### src/rtl/slm_queue.sv
// ----------------------------------------------------------------------------
// slm_queue
// two-entry queue of closed windows between accumulators and math engine
// ----------------------------------------------------------------------------
module slm_queue #(
  parameter int W = 8
) (
  input  logic         clk,
  input  logic         rst,
  input  logic         push,
  input  logic [W-1:0] push_data,
  output logic         full,
  input  logic         pop,
  output logic         q_valid,
  output logic [W-1:0] q_data
);
  logic [W-1:0] mem [2];
  logic         wr_ptr;
  logic         rd_ptr;
  logic [1:0]   fill;

  assign full    = fill == 2'd2;
  assign q_valid = fill != 2'd0;
  assign q_data  = mem[rd_ptr];

  always_ff @(posedge clk) begin
    if (push) begin
      mem[wr_ptr] <= push_data;
    end
  end

  always_ff @(posedge clk) begin
    if (rst) begin
      wr_ptr <= 1'b0;
      rd_ptr <= 1'b0;
      fill   <= 2'd0;
    end else begin
      if (push) begin
        wr_ptr <= !wr_ptr;
      end
      if (pop) begin
        rd_ptr <= !rd_ptr;
      end
      fill <= fill + 2'(push) - 2'(pop);
    end
  end

endmodule

### config.mk
export PLATFORM = sky130hd
export DESIGN_NAME = slm_queue
export DESIGN_NICKNAME = d
export VERILOG_FILES = /design/src/rtl/slm_queue.sv
export SDC_FILE = /design/constraint.sdc
export NUM_CORES = 1
export LEC_CHECK = 0
export BUFFER_PORTS_ARGS = -buffer_cell sky130_fd_sc_hd__buf_2
export CORE_ASPECT_RATIO = 1.1
export CORE_MARGIN = 3
export CORE_UTILIZATION = 30
export DETAILED_ROUTE_END_ITERATION = 10
export PLACE_DENSITY = 0.61
export SLEW_MARGIN = 25
export SYNTH_ARGS = -nofsm -noshare
export SYNTH_HDL_FRONTEND = slang
export SYNTH_SLANG_ARGS = --single-unit
### constraint.sdc
create_clock -name clk -period 1.6 [get_ports clk]
set_clock_uncertainty 0.05 [all_clocks]
set_input_delay 0.08 -clock clk [delete_from_list [all_inputs] [get_ports clk]]
set_output_delay 0.08 -clock clk [all_outputs]
set_load 0.01 [all_outputs]
# After elaboration in Yosys (flattened, before gate mapping)
# Memories as Yosys holds them, arrays and structs flattened. A register that Yosys moved wholly into a read port is not among the register bits.
# Cells that the tools add are included.
op_classes:
  addsub: 2
  eq_ne: 1
  mux: 4
  reduce_logical: 3
ops:
  columns: ["op", "n"]
  rows:
  - ["$mux 1", 4]
  - ["$add 2x1->2", 1]
  - ["$eq 2x2->1 const B", 1]
  - ["$logic_not 1->1", 2]
  - ["$reduce_bool 2->1", 1]
  - ["$sub 2x1->2", 1]
word_totals:
  register_bits: 4
  mem_bits_rw: 16
  output_inout_bits: 10
  word_cells: 14
  mem_count: 1
memory_table:
  columns: ["name", "depth", "width", "read_ports", "rd_clocked_by_memory_dff", "write_ports", "line", "text"]
  rows:
  - ["mem", 2, 8, 1, 1, 1, "17", "logic [W-1:0] mem [2];"]

# Logic depth before layout (Yosys ltp)
logic_depth:
  ltp_word: 3
  ltp_mapped: 6

# Least setup slack after synthesis
# Ideal clock, no wire load.
synth_timing:
  path_kind: "reg-to-reg"
  from: "reg fill[0]"
  to: "reg fill[1]"
  arrival_ns: 1.177
  t_required_ns: 1.440
  path_slack_ns: 0.263
  stages_incl_launch_ff: 7
  path_buffers: 0
  synth_period_minus_slack_ns: 1.337
  path_cell_list: "dfxtp_1 inv_1 ha_1 inv_1 ha_1 xnor3_1 nor2_1"
synth_between:
  elab_chain_cells: 2
synth_rtl:
  columns: ["item", "line", "text"]
  rows:
  - ["from (decl)", "20", "logic [1:0] fill;"]
  - ["from (signal assigned)", "44", "fill <= fill + 2'(push) - 2'(pop);"]
  - ["$add 2x1->2", "44", null]
  - ["$sub 2x1->2", "44", null]
# Every way passes these cells.
# A chain may end at the register's enable or synchronous reset.

==> reports/metrics.json <==
{
  "run_status": "complete, no violations",
  "period_needed_ps": 1490,
  "drc": 0,
  "worst_pin_slew_ps": 387,
  "routed_wire_length_per_instance_um": 11.6,
  "synth_top_area_share_pct": 60.5,
  "start_util_pct": 33.3,
  "insertedDiodeCount": 0,
  "mappedNetlistArea_um2": 795,
  "route.antenna.remaining_nets": 0,
  "worst_skew_pair.late_latency_ps": 280,
  "power.density_cell_area_mw_per_mm2": 1030,
  "cts_h_tree_depth": 1,
  "final-setup-viol-count": 0,
  "critPathSlowestCell": "dfxtp_1",
  "wirelength_mm": 1.28,
  "critPathMaxStageDelay_ps": 560,
  "worst_hold_path.num_cells": 3,
  "timing.critical_path.buf_inv": 1,
  "final_common_cell": "buf_2",
  "worst_r2r_endpoint": "fill[1]",
  "synthDominantAreaCellType": "edfxtp_1",
  "numClockSinks": 21,
  "path_cells": "mux2_1, buf_2",
  "synth.distinct_cells": 12,
  "ws_path_type": "reg -> out",
  "design.core.area_mm2": 0.00239,
  "worst_ep_required_time_ps": 1470,
  "via_count": 450,
  "layout.filler_cells": 238,
  "io_buffers": 21,
  "ir_drop_mv": 0.677,
  "timing.max_cap.violations": 0,
  "cts.repair.resized": 0,
  "floorplan.io_pins": 22,
  "reg2reg_depth": 6,
  "ctsRootBufferMaster": "clkbuf_4",
  "avgSynthCellArea_um2": 17.3,
  "dr_vias_cell": 4.09,
  "netlist_instances": 46,
  "crit-reg2reg-launch": "fill[0]",
  "fraction_of_layout_cells_with_a_size_suffix_above_1_pct": 31.3,
  "most_area_consuming_cells_after_synthesis": "edfxtp_1 60%, dfxtp_1 13%, mux2_1 11%",
  "path_delay_family": "flip-flops",
  "area_growth_pct": 32.9,
  "gp_congestion": 0.618,
  "p_leak_nw": 0.426,
  "rsz0062_at_grt": "no",
  "finalCritPeriodShare_pct": 92.8,
  "die_w_um": 55.1,
  "grt_pass1_wl_mm": 1.94,
  "worst_ep_arrival_time_ps": 1360,
  "yosysWarnings": 0,
  "highest_achievable_clock_rate_mhz": 673,
  "grt_pass1_vias": 481,
  "globalRoute.totalOverflow": 0,
  "floorplan.die_area_mm2": 0.00330,
  "hold_path_startpoint": "pop",
  "dp.cells": 97,
  "place_worst_setup_slack_ps": 190,
  "floorplan.die.height_um": 60.0,
  "holdPathEnd": "rd_ptr",
  "grt_max_degree": 12,
  "timing.final.ws_setup_ps": 115,
  "drt_pass1_iterations": 1,
  "final_net_count": 95,
  "finished_layout_cells": 110,
  "worst_hold_path_type": "in -> reg",
  "row_count": 18,
  "cp_max_fo": 8,
  "groute.usage.overall_pct": 8.52,
  "antenna_violations_before_repair": 0,
  "slew_limit_headroom_pct": 74.2,
  "initialDrtViolationCount": 0,
  "report.final.hold_viol_count": 0,
  "seq_area_frac_synth_pct": 73.1,
  "clkTransAtPathRegs_ps": 100,
  "report.final.slew_viol_count": 0,
  "total_of_flip_flops_plus_latches_after_synthesis": 21,
  "cts_inserted_buffers": 3,
  "synth_fp_nets": 60,
  "cp-start-kind": "flop",
  "tritoncts": "done",
  "setup_total_negative_slack_ps": 0,
  "worstSetupEndpointType": "primary output",
  "cts_buffer_depth": 2,
  "dp_hpwl_um": 909,
  "mostFrequentLayoutCells": "21 x buf_2, 16 x edfxtp_1, 9 x dlygate4sd3_1",
  "setup.reg_to_reg.worst_slack_ps": 170
}
logic make-up after synthesis:
| group | after synthesis | share of synthesized area (%) |
|---|---|---|
| DFF | 21 | 73.1 |
| xor gates and xnor gates | 3 | 5.04 |
| buffers and inverters | 3 | 1.57 |
| and+or+nand+nor | 9 | 5.83 |
| adders and majority gates | 2 | 3.15 |
| muxes | 8 | 11.3 |
layer usage:
layer	global-route usage, %	share of wire [%]	vias to the layer above
met5	0	0	-
met2	14.5	49	18
met1	9.28	43	202
li1	-	-	230
met4	4.17	0	0
met3	2.74	8.3	0
report_power, final:
| group | switching, mW | total [mW] | internal, mW | leakage, nW |
|---|---|---|---|---|
| sequential | 0.0234 | 0.656 | 0.633 | 0.192 |
| clock | 0.142 | 0.239 | 0.0968 | 0.0150 |
| combinational | 0.0822 | 0.193 | 0.111 | 0.219 |
cells in the mapped netlist:
| cell | count |
|---|---|
| edfxtp_1 | 16 |
| nor2b_1 | 3 |
| or2_1 | 1 |
| inv_1 | 2 |
| nor2_1 | 4 |
| mux2_1 | 8 |
| xnor2_1 | 2 |
| xnor3_1 | 1 |
| buf_2 | 1 |
| ha_1 | 2 |
| and2_1 | 1 |
| dfxtp_1 | 5 |
stage by stage:
stage / area (um2) / total power [mW] / util (%) / hold slack (ps)
global placement: 940 / 0.841 / 39.4 / 219
global route: 1060 / 1.16 / 44.2 / 40.9
finish: 1060 / 1.09 / 44.2 / 15.0
detailed placement: 940 / 0.849 / 39.4 / 224
floorplan: 795 / 0.775 / - / 102
CTS: 1060 / 1.11 / 44.2 / 11.0
how the worst max path moves through the flow:
stage,to,from,depth (start not counted)
3_3_place_gp,fill[1],fill[0],6
6_report,q_data[3],flop,2
2_1_floorplan,fill[1],fill[0],6
3_5_place_dp,fill[1],fill[0],6
5_1_grt,q_data[2],flop,2
4_1_cts,q_data[2],flop,2
timing repair:
item | 4_1_cts | 5_1_grt
hold endpoints to repair | 21 | 0
hold buffers | 9 | 0
buffers inserted | 0 | 0
sequential cells by signal (all words and copies together) (netlist names), named ones only:
register  cells
mem          16
rd_ptr        1
fill          2
wr_ptr        1
tightest hold or removal path: stages:
cell and delay [ps]:
buf_2 100, xnor2_1 70, nor2_1 70
layout make-up:
cell class	instances	area (um2)	area share (%)
sequential	21	581	55.0
timing repair buffer	31	203	19.2
multi-input combinational	22	201	19.1
inverter	2	7.51	0.711
tap	30	37.5	3.55
clock buffer	4	26.3	2.49
Power figures use the tool's default switching activity.
