### src/rtl/slm_front.sv
// ----------------------------------------------------------------------------
// slm_front
// window count, sum and sum of squares; if not stalled, one sample per cycle
// ----------------------------------------------------------------------------
module slm_front #(
  parameter int XW   = 12,
  parameter int CW   = 17,
  parameter int MAXN = 65536
) (
  input  logic                  clk,
  input  logic                  rst,
  input  logic                  in_valid,
  input  logic [XW-1:0]         x,
  input  logic                  last,
  input  logic                  q_full,
  output logic                  in_stall,
  output logic                  push,
  output logic [CW-1:0]         push_n,
  output logic [XW+CW-1:0]      push_sum,
  output logic [2*XW+CW-1:0]    push_sq
);
  localparam int SW = XW + CW;
  localparam int QW = 2 * XW + CW;
  localparam logic [CW-1:0] MAX_N = CW'(MAXN);

  logic [CW-1:0] count;
  logic [SW-1:0] sum;
  logic [QW-1:0] sq;
  logic          accept;
  logic          room;
  logic [2*XW-1:0] x2;

  assign in_stall = q_full;
  assign accept   = in_valid && !q_full;
  assign room     = count < MAX_N;
  assign x2       = x * x;

  // a full window ignores further samples
  assign push_n   = room ? count + CW'(1) : count;
  assign push_sum = room ? sum + SW'(x) : sum;
  assign push_sq  = room ? sq + QW'(x2) : sq;
  assign push     = accept && last;

  always_ff @(posedge clk) begin
    if (rst) begin
      count <= '0;
      sum   <= '0;
      sq    <= '0;
    end else if (accept) begin
      if (last) begin
        count <= '0;
        sum   <= '0;
        sq    <= '0;
      end else begin
        count <= push_n;
        sum   <= push_sum;
        sq    <= push_sq;
      end
    end
  end

endmodule

### config.mk
export PLATFORM = sky130hd
export DESIGN_NAME = slm_front
export DESIGN_NICKNAME = d
export VERILOG_FILES = /design/src/rtl/slm_front.sv
export SDC_FILE = /design/constraint.sdc
export NUM_CORES = 1
export LEC_CHECK = 0
export BUFFER_PORTS_ARGS = -buffer_cell sky130_fd_sc_hd__buf_2
export CAP_MARGIN = 10
export CORE_AREA = 5 5 175 177
export DETAILED_ROUTE_END_ITERATION = 10
export DIE_AREA = 0 0 180 182
export GPL_TIMING_DRIVEN = 0
export MAX_ROUTING_LAYER = met4
export PLACE_DENSITY = 0.61
export RECOVER_POWER = 50
export SYNTH_ARGS = -nofsm -noshare
export SYNTH_HDL_FRONTEND = slang
export SYNTH_SLANG_ARGS = --single-unit
### constraint.sdc
create_clock -name clk -period 12.2 [get_ports clk]
set_clock_uncertainty 0.1 [all_clocks]
set_input_delay 3.05 -clock clk [delete_from_list [all_inputs] [get_ports clk]]
set_output_delay 3.05 -clock clk [all_outputs]
set_load 0.005 [all_outputs]
After elaboration in Yosys (flattened, before gate mapping)
Index checks and enable logic that the tools add are counted.
- word-level logic and storage cells: 17
- memories: 0
- register bits after elaboration: 87
- latch bits: 0
- bits in writable memories: 0
- bits in read-only memories: 0
- output and inout bits: 89
- input port bits: 17
- $lt $le $gt $ge: 1
- divide/modulo/power cells: 0
- equality and inequality tests: 0
- multipliers: 1
- reduce and logical (&&, ||, !) cells: 3
- mux-type cells: 6
- add/subtract/negate cells: 3
- shifts and indexed selects: 0
- bitwise operators: 0
- operators by type and width (cell ; count):
    two-way mux 41 bit ; 2
    two-way mux 29 bit ; 2
    adder 41 x 24 -> 41 bit ; 1
    two-way mux 17 bit ; 2
    adder 29 x 12 -> 29 bit ; 1
    multiplier 12 x 12 -> 24 bit ; 1
    adder 17 x 1 -> 17 bit (second input constant) ; 1
    less-than comparator 17 bit (second input constant) ; 1
    logical AND 1 bit ; 2
    zero test 1 bit ; 1

Depth between registers and ports, before layout
- depth after elaboration: 4
- gate-level depth with buffers: 23
- depth with buffers taken out: 21

Worst setup path after synthesis
Ideal clock, no wire load.
- kind: input -> output
- start: input port x[9]
- end: output port push_sq[32]
- arrival time: 8.194 ns
- path slack: 0.856 ns
- buffers on the path: 2
- data required time: 9.050 ns
- stages: 19
- cells stage by stage: clkbuf_1 > inv_1 > nor2_1 > fa_1 > fa_1 > fa_1 > fa_1 > inv_1 > fa_1 > inv_1 > ha_1 > a21o_1 > a211oi_1 > o32a_1 > a21oi_2 > o41a_2 > buf_6 > and2_1 > xor2_1
- word-level cells in the longest chain between the ends: 3
- RTL lines (element ; RTL line ; text):
    start: declaration ; 13 ; input logic [XW-1:0] x,
    multiplier 12 x 12 -> 24 bit ; 36 ; assign x2 = x * x;
    adder 41 x 24 -> 41 bit ; 41 ; assign push_sq = room ? sq + QW'(x2) : sq;
    two-way mux 41 bit ; 41 ;
    end: declaration ; 20 ; output logic [2*XW+CW-1:0] push_sq
Every way passes these cells.

Final worst setup path
- start: input port x[9]
- end: output port push_sq[26]
Same word-level chain as after synthesis.

==> results.cfg <==
[critical_path]
worstReg2RegStart = sq[10]
critical_path_class = in2out
crit_start = x[9]
critPathArrivalTime_ns = 8.85
critPathCaptureType = output port
startpoint_type = primary input
crit_path_max_fanout = 10
worstPathRequired_ns = 9.05

[global_routing]
globalRouteTotalUtil_pct = 17.2
number_of_antenna_violations_at_the_first_check_in_global_routing = 0
grt_pass1_wl_mm = 45.1
first_global_vias = 8616
grt_overflow = 0
grt_start_max_net_pins = 17

[die]
floorplan.io_pins = 106
die_area_mm2 = 0.0328
rows = 63
dieWidth_um = 180
placeableCoreArea_mm2 = 0.0291
fp.dieH_um = 182
start_util_pct = 34.0

[finish]
final_area_mm2 = 0.0113
finish.net_count = 1542
drive_gt1_share_pct = 10.1
syn_to_final_growth_pct = 13.6
diodes = 0
nFillCells = 3016

[sta]
final-max-slew-violation-count = 0
worst_slew_pin_slew_ns = 1.22
timing.setup.tns_ns = 0
final.period_utilization_pct = 98.3
fmax_ghz = 0.0834
worst_slew_margin_rel_pct = 17.5
finalHoldViolCount = 0
report.final.setup_viol = 0
final.min_clock_period_ns = 12.00

[drt]
vias = 8642
drt_first_pass_iters = 5
drtAntennaViolNets = 0
remaining_drc_errors = 0
wire_per_inst_um = 15.7
drt_wl_total_mm = 27.3
avgViaCountPerCell = 4.97
drtIter0Drc = 365

[yosys]
synth_nets = 1432
yosysWarnings = 0
synth_largest_area_cell = fa_1
synthTopCellsByArea = fa_1, dfxtp_1, ha_1, inv_1, nand2_1
share_of_synthesized_area_occupied_by_flip_flops_and_latches_pct = 17.6
synth_cells = 1233
synth.ff_latch_count = 87
synth-edff-count = 0
synth_cell_type_count = 66
synth_top_cell_area_share_pct = 20.4
mappedNetlistArea_mm2 = 0.00990
synthesis.area_per_instance_um2 = 8.03
ys_async_sr_fraction_pct = 0
yosys_most_used_dff = dfxtp_1

[clocking]
tritoncts = built
clock_path_buffers = 2
cts-root-buf = clkbuf_16
worst_skew_pair.late_latency_ns = 0.36
numClockSinks = 87
htreeDepth = 3
clkSlewWorstSetupHoldPaths_ns = 0.07
cts-buffers-inserted = 9

[placement]
gpl.final_weighted_congestion = 0.894
postPlaceCellArea_mm2 = 0.0109
placed_wire_length_estimate_mm = 22.4
port-buffer-count = 105

[pwr]
clkPwrFrac_pct = 10.7
combinationalPowerShare_pct = 77.7
switching_power_mw = 1.41
swShare_pct = 51.8
power.internal_mw = 1.32
max-vdd-ir-drop_v = 0.000149
power.share.sequential_pct = 11.6
p_per_area_mw_per_mm2 = 243
static-leakage-power_nw = 5.27

[run]
max_cap_viol_count = 0

[status]
outcome = finished clean

[worst_hold_path]
hold_path_class = reg2reg
holdCritStartpoint = sum[9]
==> timing repair <==
action | 4_1_cts | 5_1_grt
resized for setup | 7 | 26
hold buffers | 0 | 0
buffers inserted | 0 | 1
gates cloned | 0 | 0
endpoints found under the setup margin | 16 | 15
pin swaps | 0 | 1
==> power by group through the flow <==
| stage | Clock, mW | Sequential (mW) | Combinational, mW |
|---|---|---|---|
| 2_1_floorplan | 0 | 0.321 | 1.36 |
| 3_3_place_gp | 0 | 0.323 | 2.07 |
| 4_1_cts | 0.300 | 0.318 | 2.10 |
| 5_1_grt | 0.309 | 0.321 | 2.37 |
| 3_5_place_dp | 0 | 0.324 | 2.08 |
| 6_report | 0.291 | 0.318 | 2.12 |
==> cell usage after synthesis, types with 3 or more instances <==
library cell / number
inv_1: 199
o211ai_1: 6
o21bai_1: 4
fa_1: 101
clkbuf_1: 51
nor3_1: 7
nor2b_1: 9
and4_1: 3
nand3b_1: 3
and2_1: 33
nand2b_1: 6
and3_1: 11
a21o_1: 19
xor2_1: 33
mux2_2: 8
nand4_1: 10
ha_1: 81
a31oi_1: 13
mux2i_1: 3
dfxtp_1: 87
xnor2_1: 52
o21ai_0: 88
nor2_1: 77
nor3b_1: 4
or2_2: 4
o31ai_1: 6
or3_1: 11
o21a_1: 6
nand3_1: 33
or4_1: 5
a21oi_1: 49
a211oi_1: 5
a22oi_1: 29
nand2_1: 136
buf_1: 4
==> area by class of cell <==
class	count	area, um2	area share, %
buffer	50	228	2.02
clock buffer	9	225	2.00
clock inverter	7	77.6	0.689
inverter	200	754	6.70
multi-input combinational	889	7230	64.3
sequential	87	1740	15.5
tap	390	488	4.34
timing repair buffer	106	505	4.49
==> critical path, cell delays in order <==
cell,delay (ns)
buf_2,0.19
buf_8,0.18
clkinvlp_4,0.17
nor2_4,0.17
fa_1,0.45
fa_1,0.54
inv_1,0.05
fa_1,0.52
fa_1,0.53
fa_1,0.56
inv_1,0.07
ha_4,0.29
and3_2,0.22
nand4_1,0.17
or4_4,0.58
a21oi_2,0.19
o41a_2,0.21
buf_6,0.16
nand2_1,0.09
xnor2_1,0.25
buf_2,0.17
==> per-layer routing <==
| layer | track usage, % | vias to the layer above | share of wire [%] |
|---|---|---|---|
| li1 | - | 4261 | - |
| met1 | 22.5 | 4175 | 47 |
| met2 | 28.9 | 182 | 48 |
| met3 | 1.64 | 24 | 3.7 |
| met4 | 4.02 | 0 | 1.6 |
| met5 | - | - | 0 |
==> flip-flops by register name, indices dropped and copies added (netlist names) <==
signal / cells
count: 17
sq: 41
sum: 29
==> logic make-up after synthesis <==
group | after synthesis | share of synthesized area, %
buf+inv | 257 | 9.85
mux | 11 | 1.21
fa+ha+maj | 182 | 30.7
flops | 87 | 17.6
compound gates | 249 | 15.6
simple gates | 362 | 17.5
xor+xnor | 85 | 7.52
==> through the flow <==
stage | utilization (%) | setup WS [ns] | cells | hold WS [ns] | power [mW]
final | 38.7 | 0.204 | 1738 | 0.388 | 2.73
after global routing | 38.7 | -0.0430 | 1738 | 0.412 | 3.00
after CTS | 38.5 | 0.0111 | 1737 | 0.391 | 2.72
after detailed placement | 37.5 | -0.365 | 1728 | 0.377 | 2.40
after global placement | 37.5 | -0.364 | 1728 | 0.363 | 2.39
after floorplan | - | 0.856 | 1233 | 0.347 | 1.68
==> worst paths after layout <==
path	to	slack, ns	cells after the start
worst min-delay path	sum[9]	0.39	2
worst min register to register	sum[9]	0.39	2
worst max-delay path	push_sq[26]	0.20	21
worst max register to register	sq[32]	7.01	18
==> placed cells by master (no fill, tap or decap), types with 7 or more instances in the layout <==
| cell | Yosys | layout |
|---|---|---|
| fa_1 | 101 | 101 |
| nand2_1 | 136 | 136 |
| clkbuf_16 | 0 | 9 |
| dfxtp_1 | 87 | 87 |
| a21o_1 | 19 | 19 |
| inv_1 | 199 | 198 |
| a22oi_1 | 29 | 29 |
| nand4_1 | 10 | 10 |
| ha_1 | 81 | 79 |
| xnor2_1 | 52 | 52 |
| clkbuf_1 | 51 | 62 |
| and3_1 | 11 | 11 |
| nor2b_1 | 9 | 9 |
| xor2_1 | 33 | 33 |
| buf_2 | 0 | 83 |
| nor3_1 | 7 | 7 |
| or3_1 | 11 | 11 |
| and2_1 | 33 | 30 |
| nand3_1 | 33 | 33 |
| nor2_1 | 77 | 74 |
| o21ai_0 | 88 | 88 |
| a31oi_1 | 13 | 13 |
| a21oi_1 | 49 | 48 |
Power figures use the tool's default switching activity.
